===== src/hdl/macd_pkg.sv =====
// Shared types, widths and the control-store program of the MACD indicator stream.
// Depends on nothing; the top level macd_indicator_stream imports it.
`timescale 1ns / 1ps
`default_nettype none

package macd_pkg;

    // Number formats
    localparam int FRACTION_BITS = 24;
    localparam int PRICE_BITS    = 32;
    localparam int PRICE_SHIFT   = FRACTION_BITS - 8;
    localparam int AVG_W         = PRICE_BITS + PRICE_SHIFT;  // unsigned average
    localparam int OUT_W         = 52;                        // signed result fields
    localparam int MAG_W         = AVG_W + 2;                 // |x - avg| for any average
    localparam int LO_W          = (MAG_W + 1) / 2;
    localparam int HI_W          = MAG_W - LO_W;
    localparam int ALPHA_W       = 17;
    localparam int ALPHA_FRAC    = 16;
    localparam int PLO_W         = LO_W + ALPHA_W;
    localparam int PHI_W         = HI_W + ALPHA_W;
    localparam int SUM_W         = MAG_W + ALPHA_W;
    localparam int PERIOD_W      = 8;
    localparam int IDX_W         = 10;
    localparam int CFG_IDX_W     = 3;
    localparam int CFG_DATA_W    = ALPHA_W;
    localparam int PHASE_W       = 2;
    localparam int STEP_W        = 5;

    localparam logic [ALPHA_W-1:0] ALPHA_ONE  = ALPHA_W'(1 << ALPHA_FRAC);
    localparam logic [SUM_W-1:0]   ROUND_HALF = SUM_W'(1 << (ALPHA_FRAC - 1));
    localparam logic [IDX_W-1:0]   IDX_MAX    = {IDX_W{1'b1}};

    // Configuration register map
    typedef enum logic [CFG_IDX_W-1:0] {
        CFG_FAST_PERIOD   = 3'd0,
        CFG_SLOW_PERIOD   = 3'd1,
        CFG_SIGNAL_PERIOD = 3'd2,
        CFG_FAST_ALPHA    = 3'd3,
        CFG_SLOW_ALPHA    = 3'd4,
        CFG_SIGNAL_ALPHA  = 3'd5
    } t_cfg_reg;

    typedef enum logic [PHASE_W-1:0] {
        PHASE_COLD   = 2'd0,
        PHASE_DIFF   = 2'd1,
        PHASE_SIGNAL = 2'd2
    } t_phase;

    // Datapath operations of one control word
    typedef enum logic [3:0] {
        OP_NOP,
        OP_DIFF,      // magnitude and sign of x - avg
        OP_MLO,       // low half partial product
        OP_MHI,       // high half partial product
        OP_SUM,       // combine partial products, round
        OP_APPLY,     // move average by the rounded step
        OP_SEED_AVG,  // fast = slow = price
        OP_DLINE,     // diff = fast - slow
        OP_SEED_SIG,  // signal = diff
        OP_OUT        // load result register, retire the item
    } t_op;

    typedef enum logic [1:0] {
        SEL_FAST,
        SEL_SLOW,
        SEL_SIG
    } t_sel;

    typedef enum logic [1:0] {
        J_NEXT,       // fall through
        J_ALWAYS,     // go to tgt_a
        J_SLOW,       // before slow seed: tgt_a, at seed: tgt_b, else next
        J_SIG         // before signal seed: tgt_a, at seed: tgt_b, else next
    } t_jmp;

    typedef struct packed {
        t_op               op;
        t_sel              sel;
        t_jmp              jmp;
        logic [STEP_W-1:0] tgt_a;
        logic [STEP_W-1:0] tgt_b;
    } t_uword;

    localparam logic [STEP_W-1:0] STEP_SEED_AVG = 5'd11;
    localparam logic [STEP_W-1:0] STEP_DLINE    = 5'd12;
    localparam logic [STEP_W-1:0] STEP_SEED_SIG = 5'd18;
    localparam logic [STEP_W-1:0] STEP_OUT      = 5'd19;
    localparam logic [STEP_W-1:0] STEP_NONE     = 5'd0;

    // Control store
    function automatic t_uword ucode(input logic [STEP_W-1:0] step);
        t_uword w;
        w = '{OP_NOP, SEL_FAST, J_ALWAYS, STEP_OUT, STEP_NONE};
        unique case (step)
            5'd0:  w = '{OP_NOP,      SEL_FAST, J_SLOW,   STEP_OUT, STEP_SEED_AVG};
            5'd1:  w = '{OP_DIFF,     SEL_FAST, J_NEXT,   STEP_NONE, STEP_NONE};
            5'd2:  w = '{OP_MLO,      SEL_FAST, J_NEXT,   STEP_NONE, STEP_NONE};
            5'd3:  w = '{OP_MHI,      SEL_FAST, J_NEXT,   STEP_NONE, STEP_NONE};
            5'd4:  w = '{OP_SUM,      SEL_FAST, J_NEXT,   STEP_NONE, STEP_NONE};
            5'd5:  w = '{OP_APPLY,    SEL_FAST, J_NEXT,   STEP_NONE, STEP_NONE};
            5'd6:  w = '{OP_DIFF,     SEL_SLOW, J_NEXT,   STEP_NONE, STEP_NONE};
            5'd7:  w = '{OP_MLO,      SEL_SLOW, J_NEXT,   STEP_NONE, STEP_NONE};
            5'd8:  w = '{OP_MHI,      SEL_SLOW, J_NEXT,   STEP_NONE, STEP_NONE};
            5'd9:  w = '{OP_SUM,      SEL_SLOW, J_NEXT,   STEP_NONE, STEP_NONE};
            5'd10: w = '{OP_APPLY,    SEL_SLOW, J_ALWAYS, STEP_DLINE, STEP_NONE};
            5'd11: w = '{OP_SEED_AVG, SEL_FAST, J_NEXT,   STEP_NONE, STEP_NONE};
            5'd12: w = '{OP_DLINE,    SEL_FAST, J_SIG,    STEP_OUT, STEP_SEED_SIG};
            5'd13: w = '{OP_DIFF,     SEL_SIG,  J_NEXT,   STEP_NONE, STEP_NONE};
            5'd14: w = '{OP_MLO,      SEL_SIG,  J_NEXT,   STEP_NONE, STEP_NONE};
            5'd15: w = '{OP_MHI,      SEL_SIG,  J_NEXT,   STEP_NONE, STEP_NONE};
            5'd16: w = '{OP_SUM,      SEL_SIG,  J_NEXT,   STEP_NONE, STEP_NONE};
            5'd17: w = '{OP_APPLY,    SEL_SIG,  J_ALWAYS, STEP_OUT, STEP_NONE};
            5'd18: w = '{OP_SEED_SIG, SEL_SIG,  J_NEXT,   STEP_NONE, STEP_NONE};
            5'd19: w = '{OP_OUT,      SEL_FAST, J_NEXT,   STEP_NONE, STEP_NONE};
            default: w = '{OP_NOP,    SEL_FAST, J_ALWAYS, STEP_OUT, STEP_NONE};
        endcase
        return w;
    endfunction

endpackage

`default_nettype wire


===== src/hdl/macd_indicator_stream.sv =====
// MACD indicator stream: microcoded sequencer, shared 25x17 multiplier and result register.
// Depends on macd_pkg (formats, register map, control store).
`timescale 1ns / 1ps
`default_nettype none

// One closing price (unsigned Q24.8) enters per item, with a flag that starts a new
// series; one result leaves per item: diff line, signal line and histogram in signed
// Q.24 and the warm-up phase. Fast and slow averages seed on the price at index
// slow_period-1, the signal average seeds on the diff line at slow+signal-1, and
// then each moves toward its input by alpha (Q1.16, values above one act as one),
// the step rounded half away from zero. Each item walks a 20-word control program
// that time-shares one 25x17 multiplier across the three averages: an update costs
// five steps (difference, two partial products, round, apply). Before the slow seed
// an item goes straight to the output step; from then on it seeds (at the slow seed)
// or updates both averages, forms the diff line and, from the signal seed on, seeds
// or updates the signal. The output step waits while the result register is full.
// The result sits in an output register, so the next item is taken
// while a result still waits to be read. Registers are written through a separate
// port that is always ready; write them only while idle. The fast period only shapes
// the alpha that software computes, so a write to it is accepted and holds nothing.
module macd_indicator_stream (
    input  wire                                i_clk,
    input  wire                                i_rst_n,
    // input items
    input  wire                                i_in_valid,
    output logic                               o_in_ready,
    input  wire  [macd_pkg::PRICE_BITS-1:0]    i_close_price,
    input  wire                                i_series_start,
    // result items
    output logic                               o_out_valid,
    input  wire                                i_out_ready,
    output logic signed [macd_pkg::OUT_W-1:0]  o_diff_line,
    output logic signed [macd_pkg::OUT_W-1:0]  o_signal_line,
    output logic signed [macd_pkg::OUT_W-1:0]  o_histogram,
    output logic [macd_pkg::PHASE_W-1:0]       o_warm_phase,
    // configuration writes
    input  wire                                i_cfg_valid,
    output logic                               o_cfg_ready,
    input  wire  [macd_pkg::CFG_IDX_W-1:0]     i_cfg_index,
    input  wire  [macd_pkg::CFG_DATA_W-1:0]    i_cfg_data
);
    import macd_pkg::*;

    localparam int EXT_W = OUT_W - AVG_W;

    // configuration
    logic [PERIOD_W-1:0] r_slow_period, r_signal_period;
    logic [ALPHA_W-1:0]  r_fast_alpha, r_slow_alpha, r_signal_alpha;

    // series state
    logic [IDX_W-1:0]        r_idx;
    logic [AVG_W-1:0]        r_fast, r_slow;
    logic signed [OUT_W-1:0] r_sig;
    logic signed [OUT_W-1:0] r_diff;
    logic [AVG_W-1:0]        r_x;

    // sequencer and datapath registers
    logic                    r_busy;
    logic [STEP_W-1:0]       r_step;
    logic [MAG_W-1:0]        r_mag;
    logic                    r_neg;
    logic [PLO_W-1:0]        r_plo;
    logic [PHI_W-1:0]        r_phi;
    logic [MAG_W-1:0]        r_rstep;

    // result register
    logic                    r_out_valid;
    logic signed [OUT_W-1:0] r_out_diff, r_out_sig, r_out_hist;
    logic [PHASE_W-1:0]      r_out_phase;

    t_uword                  uw;
    logic [STEP_W-1:0]       n_step;
    logic                    in_take, out_free, out_load;
    logic [PERIOD_W-1:0]     seed_slow;
    logic [PERIOD_W:0]       sum_periods, seed_sig;
    logic                    lt_slow, eq_slow, lt_sig, eq_sig;
    logic signed [OUT_W-1:0] a_op, x_op, d_op, apply_res;
    logic [ALPHA_W-1:0]      alpha_raw, alpha_c;
    logic [LO_W-1:0]         mul_a;
    logic [PLO_W-1:0]        mul_p;
    logic [SUM_W-1:0]        prod_sum;
    logic signed [OUT_W-1:0] n_diff_o, n_hist_o;
    t_phase                  n_phase;

    assign in_take  = i_in_valid && o_in_ready;
    assign out_free = !r_out_valid || i_out_ready;
    assign out_load = r_busy && (uw.op == OP_OUT) && out_free;

    // seed points; a zero slow period seeds on index zero
    assign seed_slow   = (r_slow_period != '0) ? r_slow_period - 1'b1 : '0;
    assign sum_periods = {1'b0, r_slow_period} + {1'b0, r_signal_period};
    assign seed_sig    = (sum_periods != '0) ? sum_periods - 1'b1 : '0;
    assign lt_slow     = r_idx <  IDX_W'(seed_slow);
    assign eq_slow     = r_idx == IDX_W'(seed_slow);
    assign lt_sig      = r_idx <  IDX_W'(seed_sig);
    assign eq_sig      = r_idx == IDX_W'(seed_sig);

    assign uw = ucode(r_step);

    // operand select for the shared update path
    always_comb begin
        unique case (uw.sel)
            SEL_FAST: begin
                a_op      = {{EXT_W{1'b0}}, r_fast};
                alpha_raw = r_fast_alpha;
            end
            SEL_SLOW: begin
                a_op      = {{EXT_W{1'b0}}, r_slow};
                alpha_raw = r_slow_alpha;
            end
            SEL_SIG: begin
                a_op      = r_sig;
                alpha_raw = r_signal_alpha;
            end
            default: begin
                a_op      = r_sig;
                alpha_raw = r_signal_alpha;
            end
        endcase
        x_op = (uw.sel == SEL_SIG) ? r_diff : {{EXT_W{1'b0}}, r_x};
    end

    assign alpha_c   = (alpha_raw > ALPHA_ONE) ? ALPHA_ONE : alpha_raw;
    assign d_op      = x_op - a_op;
    // one multiplier serves both halves of the magnitude
    assign mul_a     = (uw.op == OP_MHI) ? LO_W'(r_mag[MAG_W-1:LO_W]) : r_mag[LO_W-1:0];
    assign mul_p     = mul_a * alpha_c;
    assign prod_sum  = SUM_W'(r_plo) + {r_phi, {LO_W{1'b0}}} + ROUND_HALF;
    assign apply_res = r_neg ? a_op - $signed({{(OUT_W-MAG_W){1'b0}}, r_rstep})
                             : a_op + $signed({{(OUT_W-MAG_W){1'b0}}, r_rstep});

    // result fields; before the slow seed the diff line reads as zero
    always_comb begin
        n_diff_o = lt_slow ? '0 : r_diff;
        n_hist_o = (n_diff_o - r_sig) <<< 1;
        if (lt_slow)     n_phase = PHASE_COLD;
        else if (lt_sig) n_phase = PHASE_DIFF;
        else             n_phase = PHASE_SIGNAL;
    end

    // step counter: jumps and a hold on the output step while the result waits
    always_comb begin
        n_step = r_step + 1'b1;
        unique case (uw.jmp)
            J_NEXT:   n_step = r_step + 1'b1;
            J_ALWAYS: n_step = uw.tgt_a;
            J_SLOW: begin
                if (lt_slow)      n_step = uw.tgt_a;
                else if (eq_slow) n_step = uw.tgt_b;
            end
            J_SIG: begin
                if (lt_sig)       n_step = uw.tgt_a;
                else if (eq_sig)  n_step = uw.tgt_b;
            end
            default: n_step = uw.tgt_a;
        endcase
        if (uw.op == OP_OUT) n_step = r_step;
    end

    always_ff @(posedge i_clk) begin
        if (!i_rst_n) begin
            r_slow_period   <= PERIOD_W'(26);
            r_signal_period <= PERIOD_W'(9);
            r_fast_alpha    <= ALPHA_W'(10082);
            r_slow_alpha    <= ALPHA_W'(4855);
            r_signal_alpha  <= ALPHA_W'(13107);
            r_idx           <= '0;
            r_fast          <= '0;
            r_slow          <= '0;
            r_sig           <= '0;
            r_busy          <= 1'b0;
            r_step          <= '0;
            r_out_valid     <= 1'b0;
        end else begin
            // register writes; unknown indexes drop
            if (i_cfg_valid && o_cfg_ready) begin
                unique case (i_cfg_index)
                    CFG_FAST_PERIOD:   ;
                    CFG_SLOW_PERIOD:   r_slow_period   <= i_cfg_data[PERIOD_W-1:0];
                    CFG_SIGNAL_PERIOD: r_signal_period <= i_cfg_data[PERIOD_W-1:0];
                    CFG_FAST_ALPHA:    r_fast_alpha    <= i_cfg_data;
                    CFG_SLOW_ALPHA:    r_slow_alpha    <= i_cfg_data;
                    CFG_SIGNAL_ALPHA:  r_signal_alpha  <= i_cfg_data;
                    default: ;
                endcase
            end

            // drop valid once taken, unless the next result loads on the same edge
            if (o_out_valid && i_out_ready && !out_load) r_out_valid <= 1'b0;

            // take an item; a series start clears the state first
            if (in_take) begin
                r_busy <= 1'b1;
                r_step <= '0;
                r_x    <= {i_close_price, {PRICE_SHIFT{1'b0}}};
                if (i_series_start) begin
                    r_idx  <= '0;
                    r_fast <= '0;
                    r_slow <= '0;
                    r_sig  <= '0;
                end
            end

            if (r_busy) begin
                r_step <= n_step;
                unique case (uw.op)
                    OP_NOP: ;
                    OP_DIFF: begin
                        r_neg <= d_op[OUT_W-1];
                        r_mag <= d_op[OUT_W-1] ? MAG_W'(-d_op) : MAG_W'(d_op);
                    end
                    OP_MLO: r_plo <= mul_p;
                    OP_MHI: r_phi <= PHI_W'(mul_p);
                    OP_SUM: r_rstep <= prod_sum[ALPHA_FRAC +: MAG_W];
                    OP_APPLY: begin
                        unique case (uw.sel)
                            SEL_FAST: r_fast <= apply_res[AVG_W-1:0];
                            SEL_SLOW: r_slow <= apply_res[AVG_W-1:0];
                            SEL_SIG:  r_sig  <= apply_res;
                            default:  r_sig  <= apply_res;
                        endcase
                    end
                    OP_SEED_AVG: begin
                        r_fast <= r_x;
                        r_slow <= r_x;
                    end
                    OP_DLINE: r_diff <= $signed({{EXT_W{1'b0}}, r_fast})
                                      - $signed({{EXT_W{1'b0}}, r_slow});
                    OP_SEED_SIG: r_sig <= r_diff;
                    OP_OUT: begin
                        // hold until the result register is free
                        if (out_free) begin
                            r_out_valid <= 1'b1;
                            r_out_diff  <= n_diff_o;
                            r_out_sig   <= r_sig;
                            r_out_hist  <= n_hist_o;
                            r_out_phase <= n_phase;
                            r_busy      <= 1'b0;
                            if (r_idx != IDX_MAX) r_idx <= r_idx + 1'b1;
                        end
                    end
                    default: ;
                endcase
            end
        end
    end

    assign o_in_ready    = !r_busy;
    assign o_cfg_ready   = 1'b1;
    assign o_out_valid   = r_out_valid;
    assign o_diff_line   = r_out_diff;
    assign o_signal_line = r_out_sig;
    assign o_histogram   = r_out_hist;
    assign o_warm_phase  = r_out_phase;

    // the program never runs past its output step
    a_step_range: assert property (@(posedge i_clk) disable iff (!i_rst_n)
        r_busy |-> r_step <= STEP_OUT)
        else $error("step counter left the program");

    // an accepted item restarts the program at its first step
    a_start: assert property (@(posedge i_clk) disable iff (!i_rst_n)
        in_take |=> r_busy && r_step == '0)
        else $error("item did not start the program");

    // a cold result carries a zero diff line and never an undefined phase
    a_cold: assert property (@(posedge i_clk) disable iff (!i_rst_n)
        o_out_valid |-> o_warm_phase != 2'd3 &&
                        (o_warm_phase != PHASE_COLD || o_diff_line == '0))
        else $error("bad warm-up result");

    // the output step retires the item only when the result register takes it
    a_retire: assert property (@(posedge i_clk) disable iff (!i_rst_n)
        r_busy && uw.op == OP_OUT && !out_free |=> r_busy && r_step == STEP_OUT)
        else $error("item retired while result register was full");

endmodule

`default_nettype wire

===== config.mk =====
export PLATFORM = sky130hd
export DESIGN_NAME = macd_indicator_stream
export DESIGN_NICKNAME = d
export VERILOG_FILES = /design/src/hdl/macd_pkg.sv /design/src/hdl/macd_indicator_stream.sv
export SDC_FILE = /design/constraint.sdc
export NUM_CORES = 2
export LEC_CHECK = 0
export BUFFER_PORTS_ARGS = -buffer_cell sky130_fd_sc_hd__clkbuf_2
export CAP_MARGIN = 20
export CORE_MARGIN = 1
export CORE_UTILIZATION = 62
export CTS_BUF_LIST = sky130_fd_sc_hd__clkbuf_8
export CTS_CLUSTER_DIAMETER = 200
export DETAILED_ROUTE_END_ITERATION = 8
export PLACE_DENSITY = 0.79
export SLEW_MARGIN = 20
export SYNTH_ARGS = -nofsm -noshare
export SYNTH_HDL_FRONTEND = slang
export SYNTH_SLANG_ARGS = --single-unit

===== constraint.sdc =====
create_clock -name i_clk -period 23.2 [get_ports i_clk]
set_input_delay 2.32 -clock i_clk [delete_from_list [all_inputs] [get_ports i_clk]]
set_output_delay 2.32 -clock i_clk [all_outputs]
set_load 0.02 [all_outputs]

==> impl_metrics.ini <==
[synth]
ys_seq_area_frac = 0.313
synth_xor_area_frac = 0.0568
synth-simple-area-share = 0.167
synth_compound_area_frac = 0.161
synth_top_family_by_area = adder cells
synth-edff-count = 405
yosys_register_bits = 649
ys.flop_type = edfxtp_1
syn_inst = 6153
synth.avg_cell_area_um2 = 8.86
ys_warn_count = 0
syn_nets = 6932
syn-cell-area_um2 = 54500
synth-async-reset-ratio = 0
synthAdderAreaFrac = 0.213
ys_types = 94
muxShareOfSynthArea = 0.0237

[critical_path]
cp_common_cell = fa_1
crit_family = compound AO/OA/AOI/OAI gates
cp-start-kind = register
crit_slowest_cell = nor2_2
cp.arrival_ns = 10.84
worst-path-buf-inv = 3
path_class = register to register
end_kind = register
r2r_start = uw[12]$_SDFF_PP0_
r2r_setup_slack_ns = 13.01
timing.rr.end = r_plo[41]$_DFFE_PP_
crit_end = r_plo[41]$_DFFE_PP_
cp.depth = 26
cp-startpoint = uw[12]$_SDFF_PP0_
crit_path_max_fanout = 35
cp.required_ns = 23.84
critical-path-max-stage-delay_ns = 0.92
r2r_cells = 26

[worst_hold_path]
hp-start = r_slow_alpha[11]$_SDFFE_PN0P_
min_path_type = register to register

[finish]
final_cells = 7547
final_util = 0.678
layout.nets = 7079
nFillCells = 7008
area_growth_pct = 7.96
layout-drive-gt1-share = 0.0847

[clock_tree]
cts_tree = done
clk_latency_ns = 0.83
root_buffer = clkbuf_8
cts_made_buffers = 109
cts_max_level = 3
holdBufCountCts = 0
cts.sinks = 649
postCtsSetupBuffers = 0
clockBufferDepth = 3
clkTransAtPathRegs_ns = 0.06
cts_resized = 0

[timing]
fin_ws_ns = 13.01
finalCritPeriodShare = 0.439
clock_skew_ns = 0.0871
worst_pin_slew_ns = 1.25
period_needed_ns = 10.19
finalMaxSlewViolations = 0
relSlewSlack = 0.164
finalSetupViolCount = 0
max_freq_mhz = 98.1
hold_viol = 0
rsz0062_at_grt = false
fin_setup_tns_ns = 0

[routing]
drtIter0Drc = 4684
vias_per_cell = 6.28
dr_total_vias = 47400
drc_errors = 0
wire_per_inst_um = 22.0
ant_nets = 0
drt-total-wl_mm = 166
drt-pass1-iter-count = 9

[floorplan]
die_h_um = 299
core_um2 = 86900
fp.dieW_um = 299
initial_core_util = 0.628
die_area_um2 = 89200
num_io_pins = 219
rows = 108

[place]
pre_cts_ws_ns = 13.09
dp_cells = 7342
portBuffers = 216
hpwl_mm = 129
gp_congestion = 1.02

[grt]
antenna_found_initial = 3
grt_max_degree = 112
grt.total_usage = 0.369
grt_pass1_wl_mm = 256
grt_pass1_vias = 46400
gr-total-overflow = 0

[job]
drv_cap = 0

[status]
status = finished, final reports clean
[synth_stat cells, types with 33 or more instances]
cell type / number / area (um^2)
nand2b_1: 53 / 332
edfxtp_1: 405 / 12200
clkbuf_1: 226 / 848
a21o_1: 139 / 1040
o21a_1: 54 / 405
nor3_1: 102 / 510
a221o_1: 33 / 330
mux2i_1: 99 / 991
ha_1: 372 / 4650
o21ai_0: 256 / 1280
xnor2_1: 236 / 2070
o21bai_1: 44 / 330
a22oi_1: 63 / 473
nor2_1: 481 / 1810
inv_1: 689 / 2590
nand2_1: 842 / 3160
a21oi_1: 439 / 2200
xor2_1: 118 / 1030
nand3_1: 123 / 616
and2_1: 56 / 350
a31oi_1: 36 / 225
fa_1: 349 / 6990
and3_1: 52 / 325
dfxtp_1: 244 / 4880
nor2b_1: 94 / 588
a211oi_1: 35 / 263
nand4_1: 53 / 332
[tightest hold or removal path, delay by kind of cell, from the launching register on]
family | cells | cell delay, ns
flip-flops | 1 | 0.31
AND/OR/NAND/NOR | 1 | 0.05
AO/OA/AOI/OAI | 1 | 0.05
[per-stage QoR]
step | hold slack [ns] | area [um^2]
floorplan | 0.436 | 54500
global placement | 0.444 | 56700
detailed placement | 0.446 | 56700
CTS | 0.457 | 58800
global route | 0.480 | 58900
finish | 0.456 | 58900
[kinds of logic after synthesis]
logic type / Yosys count
compound gates: 1361
xor+xnor: 354
fa+ha+maj: 721
buf+inv: 937
flops: 649
mux: 126
other cells: 2
simple gates: 2003
[registers in the layout (all words and copies together) (netlist names), 49 cells and up]
register       count
r_mag             50
r_rstep           50
r_sig             52
o_histogram       51
o_signal_line     52
o_diff_line       50
r_diff            49
[metal layers]
metal	part of all wire	vias up	wire length, um	global-route usage
li1	-	21500	-	-
met2	0.46	2731	76000	0.598
met4	0.065	0	10700	0.226
met1	0.38	22600	63100	0.463
met3	0.097	576	16200	0.0626
met5	0	-	0	0
[cells in the final DEF (no fill, tap or decap), types with 15 or more instances in the layout]
cell and instances:
o21bai_1 44, a211o_1 15, nor2b_1 93, and2_1 54, a222oi_1 19, clkbuf_2 216
o21a_1 53, buf_4 63, xnor2_1 236, mux2i_1 98, nand4_1 53, inv_1 726
fa_1 349, dfxtp_1 242, clkbuf_8 116, nand2b_1 53, or3_1 28, o211ai_1 24
or2_2 16, a221o_1 33, nand3_1 123, a21o_1 138, a211oi_1 35, mux2_2 27
a22oi_1 63, nor3_1 101, a311oi_1 15, and3_1 50, a31oi_1 36, o31ai_1 17
edfxtp_1 405, a21oi_1 438, xor2_1 118, nor2_1 467, nand2_1 842, ha_1 372
clkinv_2 17, nor4_1 27, o21ai_0 256
[worst min-delay path by stage]
stage                                          to  slack [ns]  depth (start not counted)
finish              r_slow_alpha[11]$_SDFFE_PN0P_        0.46                          2
global route        r_fast_alpha[11]$_SDFFE_PN0P_        0.48                          2
CTS                 r_slow_alpha[11]$_SDFFE_PN0P_        0.46                          2
detailed placement  r_fast_alpha[15]$_SDFFE_PN0P_        0.45                          2
global placement    r_slow_alpha[11]$_SDFFE_PN0P_        0.44                          2
floorplan            r_fast_alpha[0]$_SDFFE_PN0P_        0.44                          2
[final cells by class]
| type | instances | area [um^2] | area share |
|---|---|---|---|
| clock buffer | 116 | 1600 | 0.0271 |
| sequential | 649 | 17100 | 0.290 |
| clock inverter | 84 | 537 | 0.00912 |
| tap | 1155 | 1450 | 0.0245 |
| multi-input combinational | 4567 | 34100 | 0.578 |
| antenna | 3 | 7.51 | 0.000127 |
| inverter | 691 | 2590 | 0.0440 |
| timing repair buffer | 282 | 1590 | 0.0270 |
Power is not shown: default switching activity piles up to over one toggle a cycle in this logic, so the estimate is an artifact.
